==> src/hw/rtl/csi_pkg.sv <==
// Shared types and constants for the cubic spline sample interpolator.
package csi_pkg;

  // Fixed field and state widths.
  localparam int SAMPLE_W = 16;
  localparam int POS_W    = 16;
  localparam int SLOPE_W  = 18;
  localparam int COEF_W   = 22;
  localparam int OUT_W    = 18;
  localparam int SUM_W    = 26;
  localparam int CHUNK_W  = 32;

  // Saturation bounds of the result, at the width of the final sum.
  localparam logic signed [SUM_W-1:0] SAT_MAX = SUM_W'(131071);
  localparam logic signed [SUM_W-1:0] SAT_MIN = -SUM_W'(131072);

  // Command codes of an input item.
  localparam logic CMD_ADVANCE  = 1'b0;
  localparam logic CMD_EVALUATE = 1'b1;

  // Operations of the shared multiply-accumulate unit.
  typedef enum logic [1:0] {
    MAC_HOLD,
    MAC_LOAD,
    MAC_STEP
  } mac_op_t;

  // Status that the multiply-accumulate unit reports to the sequencer.
  typedef struct packed {
    logic last_chunk;
  } mac_status_t;

endpackage

==> src/hw/rtl/csi_coef.sv <==
// Segment coefficient calculation for an advance item.
module csi_coef
  import csi_pkg::*;
#(
  parameter int SAMPLE_BITS = 16
) (
  input  logic        [SAMPLE_W-1:0] seg_start,
  input  logic        [SAMPLE_W-1:0] seg_end,
  input  logic        [SAMPLE_W-1:0] next_s,
  input  logic signed [SLOPE_W-1:0]  slope_old,
  output logic signed [SAMPLE_W-1:0] start_val,
  output logic signed [SLOPE_W-1:0]  slope_new,
  output logic signed [COEF_W-1:0]   coef_cubic,
  output logic signed [COEF_W-1:0]   coef_square,
  output logic signed [COEF_W-1:0]   coef_linear
);

  logic signed [COEF_W-1:0] s1, s2, s3, d, sn, so;

  // Sign-extend the used sample bits, then form the Q1 slopes and coefficients.
  always_comb begin
    s1 = COEF_W'($signed(seg_start[SAMPLE_BITS-1:0]));
    s2 = COEF_W'($signed(seg_end[SAMPLE_BITS-1:0]));
    s3 = COEF_W'($signed(next_s[SAMPLE_BITS-1:0]));
    d  = s2 - s1;
    sn = s3 - s1;
    so = COEF_W'(slope_old);
    coef_linear = so;
    coef_square = (d <<< 2) + (d <<< 1) - sn - (so <<< 1);
    coef_cubic  = sn + so - (d <<< 2);
    slope_new   = sn[SLOPE_W-1:0];
    start_val   = s1[SAMPLE_W-1:0];
  end

endmodule

==> src/hw/rtl/csi_mac.sv <==
// Shared chunked multiply-accumulate unit for the Horner evaluation.
module csi_mac
  import csi_pkg::*;
#(
  parameter int AW  = 70,
  parameter int TW  = 15,
  parameter int NCH = 3
) (
  input  logic          clk,
  input  logic          rst_n,
  input  mac_op_t       op,
  input  logic [AW-1:0] load_val,
  input  logic [AW-1:0] init_val,
  input  logic [TW-1:0] t,
  output logic [AW-1:0] acc,
  output mac_status_t   status
);

  localparam int KW = (NCH > 1) ? $clog2(NCH) : 1;

  logic [KW-1:0]          k_r;
  logic [AW-1:0]          acc_r;
  logic [AW-1:0]          res_r;
  logic [NCH*CHUNK_W-1:0] acc_pad;
  logic [CHUNK_W-1:0]     chunk;
  logic [CHUNK_W+TW-1:0]  prod;
  logic [AW-1:0]          part;
  logic [AW-1:0]          sum;
  logic                   last;

  // One 32-bit chunk of the multiplicand times t per cycle while op is MAC_STEP, placed at its weight.
  // The sum wraps modulo 2^AW, which keeps the two's complement product exact.
  always_comb begin
    acc_pad = (NCH*CHUNK_W)'(acc_r);
    chunk   = acc_pad[k_r*CHUNK_W +: CHUNK_W];
    prod    = (CHUNK_W+TW)'(chunk) * (CHUNK_W+TW)'(t);
    part    = AW'(prod) << (CHUNK_W * int'(k_r));
    sum     = res_r + part;
    last    = (k_r == KW'(NCH-1));
  end

  // On the last chunk the product becomes the next multiplicand and the
  // accumulator takes the next Horner term.
  always_ff @(posedge clk) begin
    if (!rst_n) begin
      k_r <= '0;
    end else begin
      unique case (op)
        MAC_LOAD: begin
          acc_r <= load_val;
          res_r <= init_val;
          k_r   <= '0;
        end
        MAC_STEP: begin
          if (last) begin
            acc_r <= sum;
            res_r <= init_val;
            k_r   <= '0;
          end else begin
            res_r <= sum;
            k_r   <= k_r + KW'(1);
          end
        end
        MAC_HOLD: begin
        end
        default: begin
        end
      endcase
    end
  end

  assign acc               = acc_r;
  assign status.last_chunk = last;

endmodule

==> src/hw/rtl/csi_round.sv <==
// Round to nearest even, add the segment start and saturate to the result width.
module csi_round
  import csi_pkg::*;
#(
  parameter int AW = 70,
  parameter int S  = 46
) (
  input  logic        [AW-1:0]       acc,
  input  logic signed [SAMPLE_W-1:0] start_val,
  output logic signed [OUT_W-1:0]    value
);

  logic                    half, low, inc;
  logic signed [SUM_W-1:0] q, sum;

  always_comb begin
    q    = SUM_W'($signed(acc[AW-1:S]));
    half = acc[S-1];
    low  = |acc[S-2:0];
    inc  = half & (low | q[0]);
    sum  = q + SUM_W'(inc) + SUM_W'(start_val);
    // Clamp to the nearest bound when the sum leaves the result range.
    priority if (sum > SAT_MAX) begin
      value = SAT_MAX[OUT_W-1:0];
    end else if (sum < SAT_MIN) begin
      value = SAT_MIN[OUT_W-1:0];
    end else begin
      value = sum[OUT_W-1:0];
    end
  end

endmodule

==> src/hw/rtl/cubic_spline_sample_interpolator.sv <==
// Top level of the Catmull-Rom cubic spline sample interpolator.
//
//   Channel  | Ports                                              | Direction
//   ---------+----------------------------------------------------+----------
//   in_      | valid, stall, command, seg_start_sample,           | input
//            | seg_end_sample, next_sample, frac_position         |
//   out_     | valid, stall, interp_value                         | output
//
// An advance item loads the segment registers as it is accepted; no result.
// An evaluate item loads the cubic coefficient into the multiply-accumulate
// unit when accepted, then runs three Horner steps, each passing NCH = ceil(AW/32)
// chunks of the Horner accumulator through the one shared 32-bit by t
// multiplier; its result is registered once the output register can take it.
// The input is stalled while an evaluation runs, and a finished result waits
// in the output register while a new item is accepted.
// Reset is synchronous and active low; it clears the segment state to zero.
module cubic_spline_sample_interpolator
  import csi_pkg::*;
#(
  parameter int FRAC_BITS   = 16,
  parameter int SAMPLE_BITS = 16
) (
  input  logic                    clk,
  input  logic                    rst_n,
  input  logic                    in_valid,
  output logic                    in_stall,
  input  logic                    in_command,
  input  logic signed [SAMPLE_W-1:0] in_seg_start_sample,
  input  logic signed [SAMPLE_W-1:0] in_seg_end_sample,
  input  logic signed [SAMPLE_W-1:0] in_next_sample,
  input  logic        [POS_W-1:0] in_frac_position,
  output logic                    out_valid,
  input  logic                    out_stall,
  output logic signed [OUT_W-1:0] out_interp_value
);

  localparam int F   = FRAC_BITS - 1;
  localparam int FB  = (FRAC_BITS > POS_W) ? POS_W : FRAC_BITS;
  localparam int TW  = FB - 1;
  localparam int AW  = 25 + 2*F + TW;
  localparam int NCH = (AW + CHUNK_W - 1) / CHUNK_W;
  localparam int S   = 3*F + 1;

  typedef enum logic [1:0] {
    ST_IDLE,
    ST_MUL,
    ST_ROUND
  } state_t;

  state_t                   state_r, state_nxt;
  logic [1:0]               pass_r;
  logic [TW-1:0]            t_r;
  logic signed [SAMPLE_W-1:0] start_r;
  logic signed [SLOPE_W-1:0]  slope_r;
  logic signed [COEF_W-1:0]   cubic_r, square_r, linear_r;
  logic                     out_valid_r;
  logic signed [OUT_W-1:0]  out_value_r;

  logic                     accept, take_out;
  logic signed [SAMPLE_W-1:0] start_new;
  logic signed [SLOPE_W-1:0]  slope_new;
  logic signed [COEF_W-1:0]   cubic_new, square_new, linear_new;
  mac_op_t                  mac_op;
  mac_status_t              mac_st;
  logic [AW-1:0]            load_val, init_val, acc;
  logic signed [OUT_W-1:0]  round_val;

  assign accept   = in_valid && !in_stall;
  assign in_stall = (state_r != ST_IDLE);
  assign take_out = !out_valid_r || !out_stall;

  csi_coef #(
    .SAMPLE_BITS(SAMPLE_BITS)
  ) u_coef (
    .seg_start  (in_seg_start_sample),
    .seg_end    (in_seg_end_sample),
    .next_s     (in_next_sample),
    .slope_old  (slope_r),
    .start_val  (start_new),
    .slope_new  (slope_new),
    .coef_cubic (cubic_new),
    .coef_square(square_new),
    .coef_linear(linear_new)
  );

  // Sequencer: load the cubic coefficient, run three Horner passes, then round.
  always_comb begin
    state_nxt = state_r;
    mac_op    = MAC_HOLD;
    load_val  = AW'(cubic_r);
    init_val  = AW'(square_r) <<< F;
    unique case (state_r)
      ST_IDLE: begin
        if (accept && in_command == CMD_EVALUATE) begin
          mac_op    = MAC_LOAD;
          state_nxt = ST_MUL;
        end
      end
      ST_MUL: begin
        mac_op   = MAC_STEP;
        init_val = (pass_r == 2'd0) ? (AW'(linear_r) <<< (2*F)) : '0;
        if (mac_st.last_chunk && pass_r == 2'd2) begin
          state_nxt = ST_ROUND;
        end
      end
      ST_ROUND: begin
        if (take_out) begin
          state_nxt = ST_IDLE;
        end
      end
      default: state_nxt = ST_IDLE;
    endcase
  end

  csi_mac #(
    .AW (AW),
    .TW (TW),
    .NCH(NCH)
  ) u_mac (
    .clk     (clk),
    .rst_n   (rst_n),
    .op      (mac_op),
    .load_val(load_val),
    .init_val(init_val),
    .t       (t_r),
    .acc     (acc),
    .status  (mac_st)
  );

  csi_round #(
    .AW(AW),
    .S (S)
  ) u_round (
    .acc      (acc),
    .start_val(start_r),
    .value    (round_val)
  );

  // State, segment registers and the output register.
  always_ff @(posedge clk) begin
    if (!rst_n) begin
      state_r     <= ST_IDLE;
      pass_r      <= '0;
      start_r     <= '0;
      slope_r     <= '0;
      cubic_r     <= '0;
      square_r    <= '0;
      linear_r    <= '0;
      out_valid_r <= 1'b0;
    end else begin
      state_r <= state_nxt;
      // In the round state a taken result is replaced by the new one below.
      if (out_valid_r && !out_stall && state_r != ST_ROUND) begin
        out_valid_r <= 1'b0;
      end
      unique case (state_r)
        ST_IDLE: begin
          pass_r <= '0;
          if (accept) begin
            if (in_command == CMD_ADVANCE) begin
              start_r  <= start_new;
              slope_r  <= slope_new;
              cubic_r  <= cubic_new;
              square_r <= square_new;
              linear_r <= linear_new;
            end else begin
              t_r <= in_frac_position[FB-1:1];
            end
          end
        end
        ST_MUL: begin
          if (mac_st.last_chunk) begin
            pass_r <= pass_r + 2'd1;
          end
        end
        ST_ROUND: begin
          if (take_out) begin
            out_valid_r <= 1'b1;
            out_value_r <= round_val;
          end
        end
        default: begin
        end
      endcase
    end
  end

  assign out_valid        = out_valid_r;
  assign out_interp_value = out_value_r;

endmodule

==> config.mk <==
export PLATFORM = sky130hd
export DESIGN_NAME = cubic_spline_sample_interpolator
export DESIGN_NICKNAME = d
export VERILOG_FILES = /design/src/hw/rtl/csi_pkg.sv /design/src/hw/rtl/csi_coef.sv /design/src/hw/rtl/csi_mac.sv /design/src/hw/rtl/csi_round.sv /design/src/hw/rtl/cubic_spline_sample_interpolator.sv
export SDC_FILE = /design/constraint.sdc
export NUM_CORES = 2
export LEC_CHECK = 0
export BUFFER_PORTS_ARGS = -buffer_cell sky130_fd_sc_hd__buf_4
export CORE_UTILIZATION = 60
export CTS_BUF_LIST = sky130_fd_sc_hd__clkbuf_8 sky130_fd_sc_hd__clkbuf_16
export CTS_CLUSTER_SIZE = 20
export DETAILED_ROUTE_END_ITERATION = 8
export GPL_ROUTABILITY_DRIVEN = 0
export PLACE_DENSITY = 0.8
export SYNTH_ARGS = -nofsm -noshare
export SYNTH_HDL_FRONTEND = slang
export SYNTH_HIERARCHICAL = 1
export SYNTH_SLANG_ARGS = --single-unit
==> constraint.sdc <==
create_clock -name clk -period 9.8 [get_ports clk]
set_input_delay 0.98 -clock clk [delete_from_list [all_inputs] [get_ports clk]]
set_output_delay 0.98 -clock clk [all_outputs]
set_load 0.05 [all_outputs]
# Yosys cells after proc, flatten, opt, wreduce, memory -nomap -nowiden
# Cells that the tools add are included.
# op_classes
add_sub_neg,12
multipliers,1
n_lt_le_gt_ge,2
eq_ne,12
shifts,2
muxes,20
n_bitwise,3
n_reduce_logical,22
# ops
cell,n
two-way mux 70 bit,4
case mux 70 bit (2 select lines),2
indexed part select 96 x 8 -> 32 bit,1
adder 70 bit,1
left shift 47 x 7 -> 70 bit,1
multiplier 32 x 15 -> 47 bit,1
OR reduction 45 bit,1
subtractor 16 x 16 -> 17 bit,2
adder 26 bit,1
greater-than comparator 26 x 18 -> 1 bit (second input constant),1
< comparator 26 x 18 -> 1 bit (second input constant),1
adder 24 x 2 -> 25 bit,1
adder 22 bit,1
subtractor 22 x 17 -> 22 bit,1
subtractor 22 x 18 -> 22 bit,1
subtractor 22 bit,1
adder 17 x 17 -> 18 bit,1
two-way mux 18 bit,1
!= test 2 bit (second input constant),6
case mux 2 bit (2 select lines),3
AND reduction 3 bit,4
two-way mux 2 bit,5
equality test 2 bit (second input constant),4
case mux 2 bit (3 select lines),1
other kinds (13),28
# word_totals
ff_bits,274
input_bits,69
out_inout_bits,20
wordCells,87

# Depth between registers and ports, before layout
# depth
word_depth,9
depth_mapped,43
depth_no_buf,40

# Hierarchy
# The synthesis kept the hierarchy.
# modules_own_cells
module,n_inst,cells_per_inst,area_each_um2,seq_area_each_um2
csi_mac,1,2940,26175.1,4244.1
cubic_spline_sample_interpolator,1,570,6449.9,3093.0
csi_coef,1,674,5208.7,0.0
csi_round,1,216,1542.7,0.0

# Least setup slack after synthesis
# No wires, ideal clock.
# synth_timing
kind,reg-to-reg
start,register u_mac.k_r[0]
end,"register u_mac.acc_r[67], in the netlist u_mac/acc[67], data pin"
t_arrival_ps,9679
required_time_ps,9540
setup_slack_ps,-139
stages_incl_launch_ff,39
path_buffers,5
synth_period_minus_slack_ps,9939
cell_sequence,dfxtp_1 > clkbuf_8 > clkbuf_1 > clkbuf_1 > mux2i_1 > nor2_1 > clkbuf_1 > nand2_1 > fa_1 > inv_1 > fa_1 > fa_1 > inv_1 > fa_1 > inv_1 > fa_1 > inv_1 > fa_1 > [... 3 more ...] > or3_1 > or3_1 > a311oi_2 > o21a_1 > o31a_1 > o41ai_1 > and4b_1 > or3_1 > ha_1 > buf_2 > inv_1 > or4_1 > or3_1 > o21ai_2 > a31o_1 > a41oi_2 > xnor2_1 > mux2_2
# synth_between
elab_chain_len,6
# synth_lines
element,line_no,rtl
from (decl),csi_mac.sv:21,logic [KW-1:0] k_r;
from (signal assigned),csi_mac.sv:61,k_r <= k_r + KW'(1);
indexed part select 96 x 8 -> 32 bit,csi_mac.sv:35,chunk = acc_pad[k_r*CHUNK_W +: CHUNK_W];
multiplier 32 x 15 -> 47 bit,csi_mac.sv:36,prod = (CHUNK_W+TW)'(chunk) * (CHUNK_W+TW)'(t);
left shift 47 x 7 -> 70 bit (*),csi_mac.sv:37,part = AW'(prod) << (CHUNK_W * int'(k_r));
adder 70 bit (*),csi_mac.sv:38,sum = res_r + part;
two-way mux 70 bit (*),csi_mac.sv:55,if (last) begin
case mux 70 bit (2 select lines) (*),csi_mac.sv:48,unique case (op)
to (signal assigned),csi_mac.sv:50,acc_r <= load_val;
to (signal assigned),csi_mac.sv:56,acc_r <= sum;
to (decl),csi_mac.sv:22,logic [AW-1:0] acc_r;
# Mark *: on every way between the ends. The rest lies on a longest branch, timed or not. The select of a mux whose other input is x is not followed.
# A chain may end at the register's enable or synchronous reset.

# Worst setup path in the final report
# layout_timing
start,register u_mac.k_r[0]
end,"register u_mac.acc_r[64], in the netlist u_mac/acc[64], data pin"
# Same word-level chain as after synthesis.

==> reports/metrics.csv <==
stage,metric,value,unit
setup_path,buffers and inverters on the worst path,11,
global_routing,global-route wire length before repair,179400,um
clock_tree,# H-tree levels,2,
drt,vias,34410,
sta,Achievable Freq,98.56,MHz
drt,ANT nets after route,0,
clock_tree,clk_lat worst skew,590,ps
outcome,status,finished with violations,
synthesis,top_reg_cell synth,edfxtp_1,
run,max_cap viols,0,
sta,final hold viol count,0,
final_layout,final-stage net count,5574,
setup_path,"slowest stage delay, CP",580,ps
global_routing,initial antenna violation count,4,
global_routing,Total GRT Usage,0.3418,
setup_path,nature of the critical path startpoint,flop,
drt,Initial DRC Count,3645,
drt,wire length per cell,21.28,um
die,Initial Util,0.6086,
setup_path,worst-path fanout max,7,
clock_tree,Clock transition at path regs,60,ps
hold_path,min-delay worst type,reg -> reg,
synthesis,Post-Syn Instances,4400,
placement,Place WS,-397.4,ps
clock_tree,CTS buffer count,36,
die,core area,64700,um2
setup_path,Critical Path AT,10450,ps
drt,via/cell ratio,6.078,
synthesis,Mean Syn Cell Area,8.949,um2
synthesis,Syn. warnings,6,
final_layout,Final Util,0.7131,
sta,"Slew Viols, Final",0,
global_routing,vias in the first global route,34260,
sta,setup_tns,-5854,ps
outcome,failing checks,negative setup slack,
clock_tree,Max Buffers Root-to-Sink,3,
die,Die W,258.2,um
sta,RSZ-0062 raised after global routing,true,
sta,crit share post-route,1.035,
final_layout,register area,7342,um2
sta,slack of the critical path,-345.8,ps
clock_tree,CTS tree,yes,
sta,Slew headroom,0.1840,
final_layout,fin cells,5662,
sta,Worst-Margin Slew,1224,ps
setup_path,"Req. time, crit path",10110,ps
setup_path,CP Class,reg -> reg,
final_layout,Multi-input gate area,29580,um2
die,Die Span Y,258.2,um
drt,drt drc,0,
synthesis,number of synthesized flops with an enable pin,173,
die,die area,66660,um2
sta,Tmin final,10150,ps
setup_path,Worst path top cell family by delay,adder cells,
synthesis,Post-synth ARST share,0,
synthesis,post-synth design cell area,39380,um2
clock_tree,root buf cell,clkbuf_16,
drt,final WL,120500,um
final_layout,"most common cell after layout, fill and taps aside",nand2_1,
final_layout,most frequent cells in the layout,"nand2_1 (664), inv_1 (560), buf_4 (522), fa_1 (439), ha_1 (265)",
global_routing,GRT Residual Overflow,0,
synthesis,post-synthesis sequential area ratio,0.1863,
final_layout,layout cells sized above 1,0.2441,
drt,iteration count of the initial detailed-routing pass,9,
synthesis,#FFs+latches synth,280,
final_layout,fillers,4481,
global_routing,largest net degree at the start of global routing,165,
setup_path,crit end category,flop,
placement,placed insts,5555,
synthesis,Unique masters post-synth,116,
sta,Max Clock Skew,34.72,ps
clock_tree,clk sinks,280,
setup_path,Worst path slowest cell,fa_1,
die,num ports,89,
placement,DPL Wire Length,90210,um
sta,# setup viols final,36,
final_layout,Area Overhead vs Synth,17.17,%
placement,PortBufs,87,
die,Site Rows,93,
## registers in the layout, summed over array words and instances (netlist names)
signal and flops:
state_r 2, pass_r 2, square_r 22, out_valid 1
t_r 15, out_interp_value 18, slope_r 18, linear_r 22
cubic_r 22, u_mac/k_r 2, start_r 16, u_mac/acc 70
u_mac/res_r 70
## tightest hold or removal path, stage by stage, from the launching register on
cell	delay [ps]
dfxtp_1	300
nand2_1	70
o21ai_2	40
## area by class of cell
class	count	share of cell area
Antenna cell	1	0.00005424
Clock inverter	27	0.004908
Sequential cell	280	0.1591
Timing Repair Buffer	577	0.1043
Clock buffer	39	0.02091
Tap cell	855	0.02319
Inverter	567	0.04629
Multi-Input combinational cell	3316	0.6412
## cells in the mapped netlist, types with 15 or more instances
cell type / instances / area (um2)
a211oi_1: 17 / 127.6
nand4_1: 39 / 244.0
fa_1: 442 / 8848
a31oi_1: 16 / 100.1
nor3_1: 23 / 115.1
a21oi_1: 219 / 1096
buf_4: 44 / 330.3
o21ai_2: 112 / 980.9
nand2b_1: 35 / 219.0
o21bai_1: 31 / 232.7
nor2_1: 188 / 705.7
o21a_1: 22 / 165.2
nand3_1: 55 / 275.3
xor2_1: 70 / 613.1
clkbuf_8: 20 / 275.3
mux2i_1: 36 / 360.4
nor4_1: 20 / 125.1
edfxtp_1: 173 / 5195
clkbuf_1: 137 / 514.2
and2_1: 258 / 1614
a21o_1: 83 / 623.1
inv_1: 564 / 2117
xnor2_1: 111 / 972.2
nor2b_1: 22 / 137.6
nand2_1: 674 / 2530
dfxtp_1: 107 / 2142
nand3_2: 101 / 1011
mux2_2: 85 / 957.2
o211ai_1: 15 / 112.6
ha_1: 285 / 3566
o21ai_1: 22 / 110.1
o21ai_0: 116 / 580.6
## per-stage QoR
stage | hold WS, ps | area [um2]
6_report | 453.6 | 46140
4_1_cts | 456.2 | 44810
5_1_grt | 476.4 | 46140
3_5_place_dp | 447.0 | 43310
2_1_floorplan | 434.9 | 39430
3_3_place_gp | 444.4 | 43310
## metal layers
| metal | global-route usage | routed length [um] |
|---|---|---|
| met1 | 0.4124 | 43030 |
| met2 | 0.5702 | 55810 |
| met3 | 0.05840 | 11710 |
| met4 | 0.2119 | 9939 |
| met5 | 0 | 13 |
## final timing paths
path	from	to	slack, ps	cells past startpoint
max	u_mac/k_r[0]$_SDFFE_PN0N_	u_mac/acc[64]$_DFFE_PP_	-350	41
min	square_r[1]$_SDFFE_PN0P_	square_r[1]$_SDFFE_PN0P_	450	2
max reg2reg	u_mac/k_r[0]$_SDFFE_PN0N_	u_mac/acc[64]$_DFFE_PP_	-350	41
min reg2reg	square_r[1]$_SDFFE_PN0P_	square_r[1]$_SDFFE_PN0P_	450	2
## repair_timing
item	4_1_cts	5_1_grt
hold buffers	0	0
pin swaps	20	102
gates cloned	0	4
setup buffers	10	27
endpoints found under the setup margin	52	68
gates resized for setup	46	227
## cell families (layout without fill, tap and decap cells)
kind of cell | count (synthesis) | in the layout | share of synthesized area
DFF | 280 | 280 | 0.1863
AOI/OAI and AO/OA | 792 | 792 | 0.1391
xor gates and xnor gates | 183 | 183 | 0.04137
and+or+nand+nor | 1478 | 1478 | 0.1900
muxes | 121 | 121 | 0.03346
adders and majority gates | 727 | 727 | 0.3153
other | 1 | 16 | 0.00009523
buffers and inverters | 818 | 1210 | 0.09434
Power is left out: the tool's default activity adds up to more than one toggle a clock period on the data nets, which glitch-free logic cannot reach.
